$ cat src/clcd_pkg.sv
// Shared constants, types and the control program of the character LCD bus sequencer.
package clcd_pkg;

  localparam int LINE_LENGTH = 16;
  localparam int CNT_W       = $clog2(2 * LINE_LENGTH + 1);
  localparam int PC_W        = 4;

  // Request codes.
  localparam logic [1:0] CMD_WRITE = 2'd0;
  localparam logic [1:0] CMD_PRINT = 2'd1;
  localparam logic [1:0] CMD_GOTO  = 2'd2;
  localparam logic [1:0] CMD_INIT  = 2'd3;

  // Strobe phases within one byte.
  localparam logic [1:0] PH_BUSY = 2'd0;
  localparam logic [1:0] PH_HIGH = 2'd1;
  localparam logic [1:0] PH_LOW  = 2'd2;

  // Flow control of a program step, applied once its byte has gone out.
  localparam logic [2:0] FLOW_NEXT = 3'd0;
  localparam logic [2:0] FLOW_END  = 3'd1;
  localparam logic [2:0] FLOW_WRAP = 3'd2;
  localparam logic [2:0] FLOW_MODE = 3'd3;
  localparam logic [2:0] FLOW_JUMP = 3'd4;

  // Display instruction bytes.
  localparam logic [7:0] LCD_CLEAR      = 8'h01;
  localparam logic [7:0] LCD_RET_HOME   = 8'h02;
  localparam logic [7:0] LCD_FUNC_8BIT  = 8'h38;
  localparam logic [7:0] LCD_FUNC_4BIT  = 8'h28;
  localparam logic [7:0] LCD_DISP_ON    = 8'h0F;
  localparam logic [7:0] LCD_ENTRY_MODE = 8'b0000_0110;
  localparam logic [7:0] LCD_ROW0       = 8'h80;
  localparam logic [7:0] LCD_ROW1       = 8'hC0;
  localparam logic [7:0] NIBBLE_MASK    = 8'hF0;

  // Program addresses.
  localparam logic [PC_W-1:0] PC_WRITE      = 4'd0;
  localparam logic [PC_W-1:0] PC_PRINT      = 4'd1;
  localparam logic [PC_W-1:0] PC_PAGE_CLEAR = 4'd2;
  localparam logic [PC_W-1:0] PC_PAGE_HOME  = 4'd3;
  localparam logic [PC_W-1:0] PC_LINE_WRAP  = 4'd4;
  localparam logic [PC_W-1:0] PC_GOTO       = 4'd5;
  localparam logic [PC_W-1:0] PC_INIT       = 4'd6;
  localparam logic [PC_W-1:0] PC_INIT_RET   = 4'd7;
  localparam logic [PC_W-1:0] PC_INIT_F4    = 4'd8;
  localparam logic [PC_W-1:0] PC_INIT_F8    = 4'd9;
  localparam logic [PC_W-1:0] PC_INIT_DISP  = 4'd10;
  localparam logic [PC_W-1:0] PC_INIT_CLR   = 4'd11;
  localparam logic [PC_W-1:0] PC_INIT_ENTRY = 4'd12;

  typedef struct packed {
    logic            use_data;
    logic            rs;
    logic [2:0]      flow;
    logic [PC_W-1:0] target;
    logic [7:0]      value;
  } ctrl_t;

  typedef struct packed {
    logic       rs;
    logic       rw;
    logic       drive;
    logic [7:0] value;
  } strobe_t;

  // One control word per step; each step sends one byte to the display.
  function automatic ctrl_t rom_word(input logic [PC_W-1:0] pc);
    ctrl_t w;
    w = '0;
    case (pc)
      PC_WRITE: begin
        w.use_data = 1'b1;
        w.flow     = FLOW_END;
      end
      PC_PRINT: begin
        w.use_data = 1'b1;
        w.rs       = 1'b1;
        w.flow     = FLOW_WRAP;
        w.target   = PC_LINE_WRAP;
      end
      PC_PAGE_CLEAR: begin
        w.value = LCD_CLEAR;
        w.flow  = FLOW_NEXT;
      end
      PC_PAGE_HOME: begin
        w.value = LCD_ROW0;
        w.flow  = FLOW_END;
      end
      PC_LINE_WRAP: begin
        w.value = LCD_ROW1;
        w.flow  = FLOW_END;
      end
      PC_GOTO: begin
        w.use_data = 1'b1;
        w.flow     = FLOW_END;
      end
      PC_INIT: begin
        w.value  = LCD_CLEAR;
        w.flow   = FLOW_MODE;
        w.target = PC_INIT_F8;
      end
      PC_INIT_RET: begin
        w.value = LCD_RET_HOME;
        w.flow  = FLOW_NEXT;
      end
      PC_INIT_F4: begin
        w.value  = LCD_FUNC_4BIT;
        w.flow   = FLOW_JUMP;
        w.target = PC_INIT_DISP;
      end
      PC_INIT_F8: begin
        w.value = LCD_FUNC_8BIT;
        w.flow  = FLOW_NEXT;
      end
      PC_INIT_DISP: begin
        w.value = LCD_DISP_ON;
        w.flow  = FLOW_NEXT;
      end
      PC_INIT_CLR: begin
        w.value = LCD_CLEAR;
        w.flow  = FLOW_NEXT;
      end
      PC_INIT_ENTRY: begin
        w.value = LCD_ENTRY_MODE;
        w.flow  = FLOW_END;
      end
      default: begin
        w.flow = FLOW_END;
      end
    endcase
    return w;
  endfunction

endpackage

$ cat src/clcd_strobe_gen.sv
// Strobe generator: turns one byte and a phase into busy-read, full or nibble bus values.
module clcd_strobe_gen
  import clcd_pkg::*;
(
  input  logic [7:0] byte_in,
  input  logic       rs_in,
  input  logic [1:0] phase,
  input  logic       four_bit,
  output strobe_t    strobe,
  output logic       byte_done
);

  always_comb begin
    strobe    = '0;
    byte_done = 1'b0;
    case (phase)
      PH_BUSY: begin
        strobe.rw = 1'b1;
      end
      PH_HIGH: begin
        strobe.rs    = rs_in;
        strobe.drive = 1'b1;
        if (four_bit) begin
          strobe.value = byte_in & NIBBLE_MASK;
        end else begin
          strobe.value = byte_in;
          byte_done    = 1'b1;
        end
      end
      PH_LOW: begin
        strobe.rs    = rs_in;
        strobe.drive = 1'b1;
        strobe.value = {byte_in[3:0], 4'b0000};
        byte_done    = 1'b1;
      end
      default: begin
        byte_done = 1'b1;
      end
    endcase
  end

endmodule

$ cat src/char_lcd_bus_sequencer.sv
// Character LCD bus sequencer top level: request intake, program counter and strobe register.
//
// Requests arrive on the in_ channel (valid/stall): a command byte, a printed
// character, a go-to of row and column, or the initialisation sequence. Each
// request becomes a run of strobe items on the out_ channel (valid/stall), one
// per cycle while the receiver does not stall; out_last marks the final one.
// Every byte is a busy-check read followed by one eight-bit write or two
// nibble writes, as chosen by the nibble mode register on the cfg_ port.
// A taken request is held in the step registers, and each strobe it makes is
// then registered in the output register. A request gives 2 or 3 strobes for
// a command or go-to, up to 9 for a printed character that wraps the page,
// and 10 or 18 for initialisation. The step counter walks a small control
// program, one byte per step, so the strobe count is the number of bytes
// times the strobes per byte. The next request is taken in the cycle after
// the last strobe has entered the output register, so no request is taken
// before the last one is through. An invalid go-to is taken and gives no
// strobes. A stall on out_ holds the strobe register and the sequencer.
// Reset clears the character count, the mode and the output valid.
module char_lcd_bus_sequencer
  import clcd_pkg::*;
(
  input  logic       clk,
  input  logic       rst_n,
  input  logic       in_valid,
  output logic       in_stall,
  input  logic [1:0] in_cmd,
  input  logic [7:0] in_byte_value,
  input  logic       in_new_string,
  input  logic [1:0] in_row,
  input  logic [4:0] in_column,
  input  logic       cfg_valid,
  output logic       cfg_ready,
  input  logic       cfg_nibble_mode,
  output logic       out_valid,
  input  logic       out_stall,
  output logic       out_register_select,
  output logic       out_read_not_write,
  output logic       out_drive_bus,
  output logic [7:0] out_bus_value,
  output logic       out_last
);

  logic             busy_r, busy_nxt;
  logic [PC_W-1:0]  pc_r, pc_nxt;
  logic [1:0]       phase_r, phase_nxt;
  logic [7:0]       data_r, data_nxt;
  logic             mode_r;
  logic [CNT_W-1:0] count_r, count_nxt;
  logic             wrap_line_r, wrap_line_nxt;
  logic             wrap_page_r, wrap_page_nxt;
  logic             out_valid_r, out_valid_nxt;
  strobe_t          strobe_r;
  logic             last_r;

  logic             accept, advance;
  logic [CNT_W-1:0] cnt_inc;
  logic             goto_ok;
  logic [7:0]       goto_byte;
  ctrl_t            word;
  strobe_t          strobe;
  logic             byte_done, step_end;

  assign in_stall  = busy_r;
  assign cfg_ready = !busy_r && !out_valid_r;
  assign accept    = in_valid && !busy_r;
  assign advance   = busy_r && (!out_valid_r || !out_stall);

  assign cnt_inc   = (in_new_string ? '0 : count_r) + CNT_W'(1);
  assign goto_ok   = !in_row[1] && (int'(in_column) < LINE_LENGTH);
  assign goto_byte = (in_row[0] ? LCD_ROW1 : LCD_ROW0) + {3'b000, in_column};

  assign word = rom_word(pc_r);

  clcd_strobe_gen u_strobe (
    .byte_in   (word.use_data ? data_r : word.value),
    .rs_in     (word.rs),
    .phase     (phase_r),
    .four_bit  (mode_r),
    .strobe    (strobe),
    .byte_done (byte_done)
  );

  // A wrapping character ends the request only when neither wrap is due.
  always_comb begin
    case (word.flow)
      FLOW_END:  step_end = 1'b1;
      FLOW_WRAP: step_end = !(wrap_line_r || wrap_page_r);
      default:   step_end = 1'b0;
    endcase
  end

  always_comb begin
    busy_nxt      = busy_r;
    pc_nxt        = pc_r;
    phase_nxt     = phase_r;
    data_nxt      = data_r;
    count_nxt     = count_r;
    wrap_line_nxt = wrap_line_r;
    wrap_page_nxt = wrap_page_r;
    out_valid_nxt = out_valid_r && out_stall;

    if (accept) begin
      phase_nxt     = PH_BUSY;
      data_nxt      = in_byte_value;
      wrap_line_nxt = 1'b0;
      wrap_page_nxt = 1'b0;
      case (in_cmd)
        CMD_WRITE: begin
          busy_nxt = 1'b1;
          pc_nxt   = PC_WRITE;
        end
        CMD_PRINT: begin
          busy_nxt      = 1'b1;
          pc_nxt        = PC_PRINT;
          wrap_line_nxt = (cnt_inc == CNT_W'(LINE_LENGTH));
          wrap_page_nxt = (cnt_inc >= CNT_W'(2 * LINE_LENGTH));
          count_nxt     = wrap_page_nxt ? '0 : cnt_inc;
        end
        CMD_GOTO: begin
          busy_nxt = goto_ok;
          pc_nxt   = PC_GOTO;
          data_nxt = goto_byte;
        end
        CMD_INIT: begin
          busy_nxt = 1'b1;
          pc_nxt   = PC_INIT;
        end
        default: begin
          busy_nxt = 1'b0;
        end
      endcase
    end

    if (advance) begin
      out_valid_nxt = 1'b1;
      if (byte_done) begin
        phase_nxt = PH_BUSY;
        if (step_end) begin
          busy_nxt = 1'b0;
        end else begin
          case (word.flow)
            FLOW_WRAP: pc_nxt = wrap_page_r ? pc_r + PC_W'(1) : word.target;
            FLOW_MODE: pc_nxt = mode_r ? pc_r + PC_W'(1) : word.target;
            FLOW_JUMP: pc_nxt = word.target;
            default:   pc_nxt = pc_r + PC_W'(1);
          endcase
        end
      end else begin
        phase_nxt = (phase_r == PH_BUSY) ? PH_HIGH : PH_LOW;
      end
    end
  end

  always_ff @(posedge clk) begin
    if (!rst_n) begin
      busy_r      <= 1'b0;
      pc_r        <= PC_WRITE;
      phase_r     <= PH_BUSY;
      mode_r      <= 1'b0;
      count_r     <= '0;
      wrap_line_r <= 1'b0;
      wrap_page_r <= 1'b0;
      out_valid_r <= 1'b0;
    end else begin
      busy_r      <= busy_nxt;
      pc_r        <= pc_nxt;
      phase_r     <= phase_nxt;
      count_r     <= count_nxt;
      wrap_line_r <= wrap_line_nxt;
      wrap_page_r <= wrap_page_nxt;
      out_valid_r <= out_valid_nxt;
      if (cfg_valid && cfg_ready) begin
        mode_r <= cfg_nibble_mode;
      end
    end
  end

  always_ff @(posedge clk) begin
    data_r <= data_nxt;
    if (advance) begin
      strobe_r <= strobe;
      last_r   <= byte_done && step_end;
    end
  end

  assign out_valid           = out_valid_r;
  assign out_register_select = strobe_r.rs;
  assign out_read_not_write  = strobe_r.rw;
  assign out_drive_bus       = strobe_r.drive;
  assign out_bus_value       = strobe_r.value;
  assign out_last            = last_r;

endmodule

$ cat config.mk
export PLATFORM = sky130hd
export DESIGN_NAME = char_lcd_bus_sequencer
export DESIGN_NICKNAME = d
export VERILOG_FILES = /design/src/clcd_pkg.sv /design/src/clcd_strobe_gen.sv /design/src/char_lcd_bus_sequencer.sv
export SDC_FILE = /design/constraint.sdc
export NUM_CORES = 1
export LEC_CHECK = 0
export BUFFER_PORTS_ARGS = -buffer_cell sky130_fd_sc_hd__buf_4
export CORE_MARGIN = 3
export CORE_UTILIZATION = 32
export CTS_CLUSTER_DIAMETER = 80
export DETAILED_ROUTE_END_ITERATION = 7
export PLACE_DENSITY = 0.55
export SLEW_MARGIN = 25
export SYNTH_ARGS = -nofsm -noshare
export SYNTH_HDL_FRONTEND = slang
export SYNTH_HIERARCHICAL = 1
export SYNTH_SLANG_ARGS = --single-unit
$ cat constraint.sdc
create_clock -name clk -period 1.94 [get_ports clk]
set_input_delay 0.097 -clock clk [delete_from_list [all_inputs] [get_ports clk]]
set_output_delay 0.097 -clock clk [all_outputs]
set_load 0.02 [all_outputs]
==> results.json <==
{
  "hpwl_um": 3620,
  "fin_setup_tns_ns": 0,
  "synth_nets": 270,
  "crit_start": "pc_r[0]",
  "dr.max_layer_used": "met4",
  "grt_pass1_vias": 1772,
  "met3_length_um": 183,
  "r2r_cells": 8,
  "yosysSeqAreaShare_pct": 42.4,
  "critPathKind": "flop to flop",
  "met1_length_um": 2410,
  "overflow": 0,
  "yosys.area_share.simple_pct": 19.7,
  "async_flop_share_pct": 0,
  "synth_edf_count": 20,
  "rsz0062_at_grt": "false",
  "fillerInstances": 652,
  "via_count": 1888,
  "yosys.area_share.xor_xnor_pct": 0.789,
  "synth-compound-area-share_pct": 21.6,
  "required_ns": 1.99,
  "grt_use_total_pct": 13.4,
  "synth_top_area_share_pct": 27.0,
  "routabilityCongestion": 0.852,
  "clkSinkCount": 37,
  "dr_wl_met2_um": 2250,
  "worstSetupStartpointType": "flop",
  "critPathTopFamily": "compound AO/OA/AOI/OAI gates",
  "fin_skew_ns": 0.00807,
  "crit_path_top_delay_cell": "dfxtp_2",
  "grt_pass1_wl_um": 8360,
  "ys_ff_latch": 37,
  "portBuffers": 38,
  "die_w_um": 89.3,
  "worst_slack_ns": 0.103,
  "dr.pass1.iters": 4,
  "vias_per_cell": 5.32,
  "synth_ff_type": "edfxtp_1",
  "clk_pin_slew_worst_paths_ns": 0.08,
  "hold_viol": 0,
  "setup_viol_count_final": 0,
  "synthTopCellsByArea": "edfxtp_1 27%, dfxtp_1 15%, ha_1 6.8%, a21oi_1 4.5%, nor2b_1 3.9%",
  "finalWirelength_um": 4950,
  "maxCapViolCount": 0,
  "slew_headroom_pct": 66.3,
  "cts_max_path_buffers": 2,
  "antenna_found_initial": 0,
  "ir_worst_vdd_mv": 0.299,
  "syn2layout_area_growth_pct": 25.9,
  "ys_types": 58,
  "cpPeakStageDelay_ns": 0.35,
  "clock_latency_ns": 0.29,
  "wire_per_inst_um": 13.9,
  "status": "finished, final reports clean",
  "r2r_slack_ns": 0.10,
  "cts_tree": "yes",
  "synth_top_family_by_area": "compound AO/OA/AOI/OAI gates",
  "drc": 0,
  "synth.largest_area_cell": "edfxtp_1",
  "critPathMaxFanout": 9,
  "finalNetCount": 313,
  "avgSynthCellArea_sq_um": 9.49,
  "max_freq_mhz": 545,
  "synth_cells": 234,
  "drive_above_1_share_pct": 30.9,
  "die_h_um": 89.3,
  "cts_buffers": 5,
  "drv_slew": 0,
  "fin_crit_sh_pct": 94.7,
  "drt-initial-drc-count": 155,
  "grt_max_degree": 19,
  "drtAntennaViolNets": 0,
  "core-area_sq_mm": 0.00653,
  "ctsHoldBuffers": 0,
  "crit_buf_inv": 2,
  "p_leak_nw": 1.07,
  "worstSetupEndpointType": "flop",
  "reg2reg_to": "out_bus_value[7]",
  "tightest_slew_ns": 0.500,
  "seqCellArea_sq_um": 943,
  "syn_area_sq_mm": 0.00222,
  "h-tree-depth": 2,
  "io_pins": 39,
  "ys_warn_count": 6,
  "hold_path_depth": 2,
  "synthMuxAreaShare_pct": 4.45,
  "multi_input_area_sq_mm": 0.00121,
  "dieArea_sq_mm": 0.00798,
  "period_needed_ns": 1.84,
  "power.density_mw_per_mm2": 794,
  "clockRootBuffer": "clkbuf_8",
  "antenna_cells": 0,
  "hold_class": "input port to flop",
  "place_ws_ns": 0.0603,
  "num_rows": 29,
  "hp-start": "in_byte_value[7]",
  "worstPathCellList": "inv_1 -> ha_2 -> buf_4 -> or2_2 -> a21oi_2 -> a221oi_1 -> a22oi_1 -> nor2b_1",
  "start_util_pct": 34.0,
  "arrival_ns": 1.89,
  "r2r-start": "pc_r[0]",
  "min_to": "data_r[7]",
  "synth-adder-area-share_pct": 6.76
}
==> layout make-up <==
cell class	instances	area share, %
Timing Repair Buffer	50	13.4
Clock buffer	5	2.46
Tap cell	77	3.45
Clock inverter	3	2.33
Multi-Input combinational cell	173	43.2
Inverter	10	1.34
Sequential cell	37	33.8
==> worst max path at each step <==
| stage | end | slack, ns | depth (start not counted) |
|---|---|---|---|
| after detailed placement | out_bus_value[7] | 0.06 | 8 |
| after global routing | out_bus_value[7] | 0.003 | 8 |
| final | out_bus_value[7] | 0.10 | 8 |
| after floorplan | out_bus_value[5] | 0.01 | 8 |
| after CTS | out_bus_value[7] | 0.03 | 8 |
| after global placement | out_bus_value[7] | 0.12 | 8 |
==> layout by cell type (no fill, tap or decap), types with 2 or more instances in the layout <==
cell and instances:
bufinv_16 2, a21oi_1 19, nand3_1 6, nor3b_1 3, ha_1 9, nor2b_1 14
mux2_2 7, buf_4 50, dfxtp_1 15, a22oi_1 8, and3_1 2, and2_1 5
a21boi_2 2, or2_2 2, dfxtp_2 2, ha_2 3, o21a_1 2, edfxtp_1 20
nor3_1 4, clkbuf_8 5, o21ai_0 13, nor2_1 13, or3_1 3, nand2_1 19
o22ai_1 3, a22o_1 2, inv_1 9
==> state kept, by name (all words and copies together), names as in the netlist, 2 cells and up <==
register,flops
data_r,8
out_bus_value,8
count_r,6
pc_r,4
phase_r,2
==> cells in the mapped netlist (2+ instances only) <==
cell type	instances
nor2_1	13
and3_1	2
nor3b_1	3
inv_1	10
nor3_1	4
a22o_1	2
buf_2	5
o21a_1	2
mux2i_1	2
clkbuf_1	8
or2_2	2
dfxtp_1	17
a22oi_1	8
nand3_1	6
a21oi_1	20
nor2b_1	14
mux2_2	7
o21ai_0	13
and2_1	5
ha_1	12
o22ai_1	3
nand2_1	19
edfxtp_1	20
or3_1	3
==> cells by family (layout without fill, tap and decap cells) <==
group           count (synthesis)  after routing
fa+ha+maj                      12             12
buf+inv                        24             68
compound gates                 69             69
flops                          37             37
simple gates                   81             81
xor+xnor                        2              2
mux                             9              9
==> per-layer routing <==
layer / track usage (%) / vias up
li1: - / 940
met1: 18.1 / 891
met2: 20.7 / 47
met3: 3.23 / 10
met4: 5.01 / 0
met5: 0 / -
==> where the power goes <==
part           switching [mW]  leakage, nW  internal (mW)
sequential             0.0411        0.331          0.889
combinational           0.263        0.669          0.228
clock                   0.289       0.0681          0.511
total                   0.593         1.07           1.63
==> per-stage QoR <==
| step | utilization [%] | instance area (sq um) | total power, mW | hold slack (ns) | cells |
|---|---|---|---|---|---|
| finish | 42.8 | 2800 | 2.22 | 0.0578 | 355 |
| floorplan | - | 2230 | 1.24 | 0.238 | 234 |
| CTS | 42.4 | 2770 | 2.23 | 0.0508 | 355 |
| global placement | 40.4 | 2640 | 1.42 | 0.356 | 347 |
| detailed placement | 40.4 | 2640 | 1.42 | 0.359 | 347 |
| global route | 42.8 | 2800 | 2.33 | 0.0603 | 355 |
==> repair_timing <==
| item | CTS | global route |
|---|---|---|
| buffers inserted | 0 | 0 |
| resized for setup | 0 | 9 |
| setup endpoints to repair | 0 | 6 |
No activity file was read; power rests on OpenSTA's default activity.
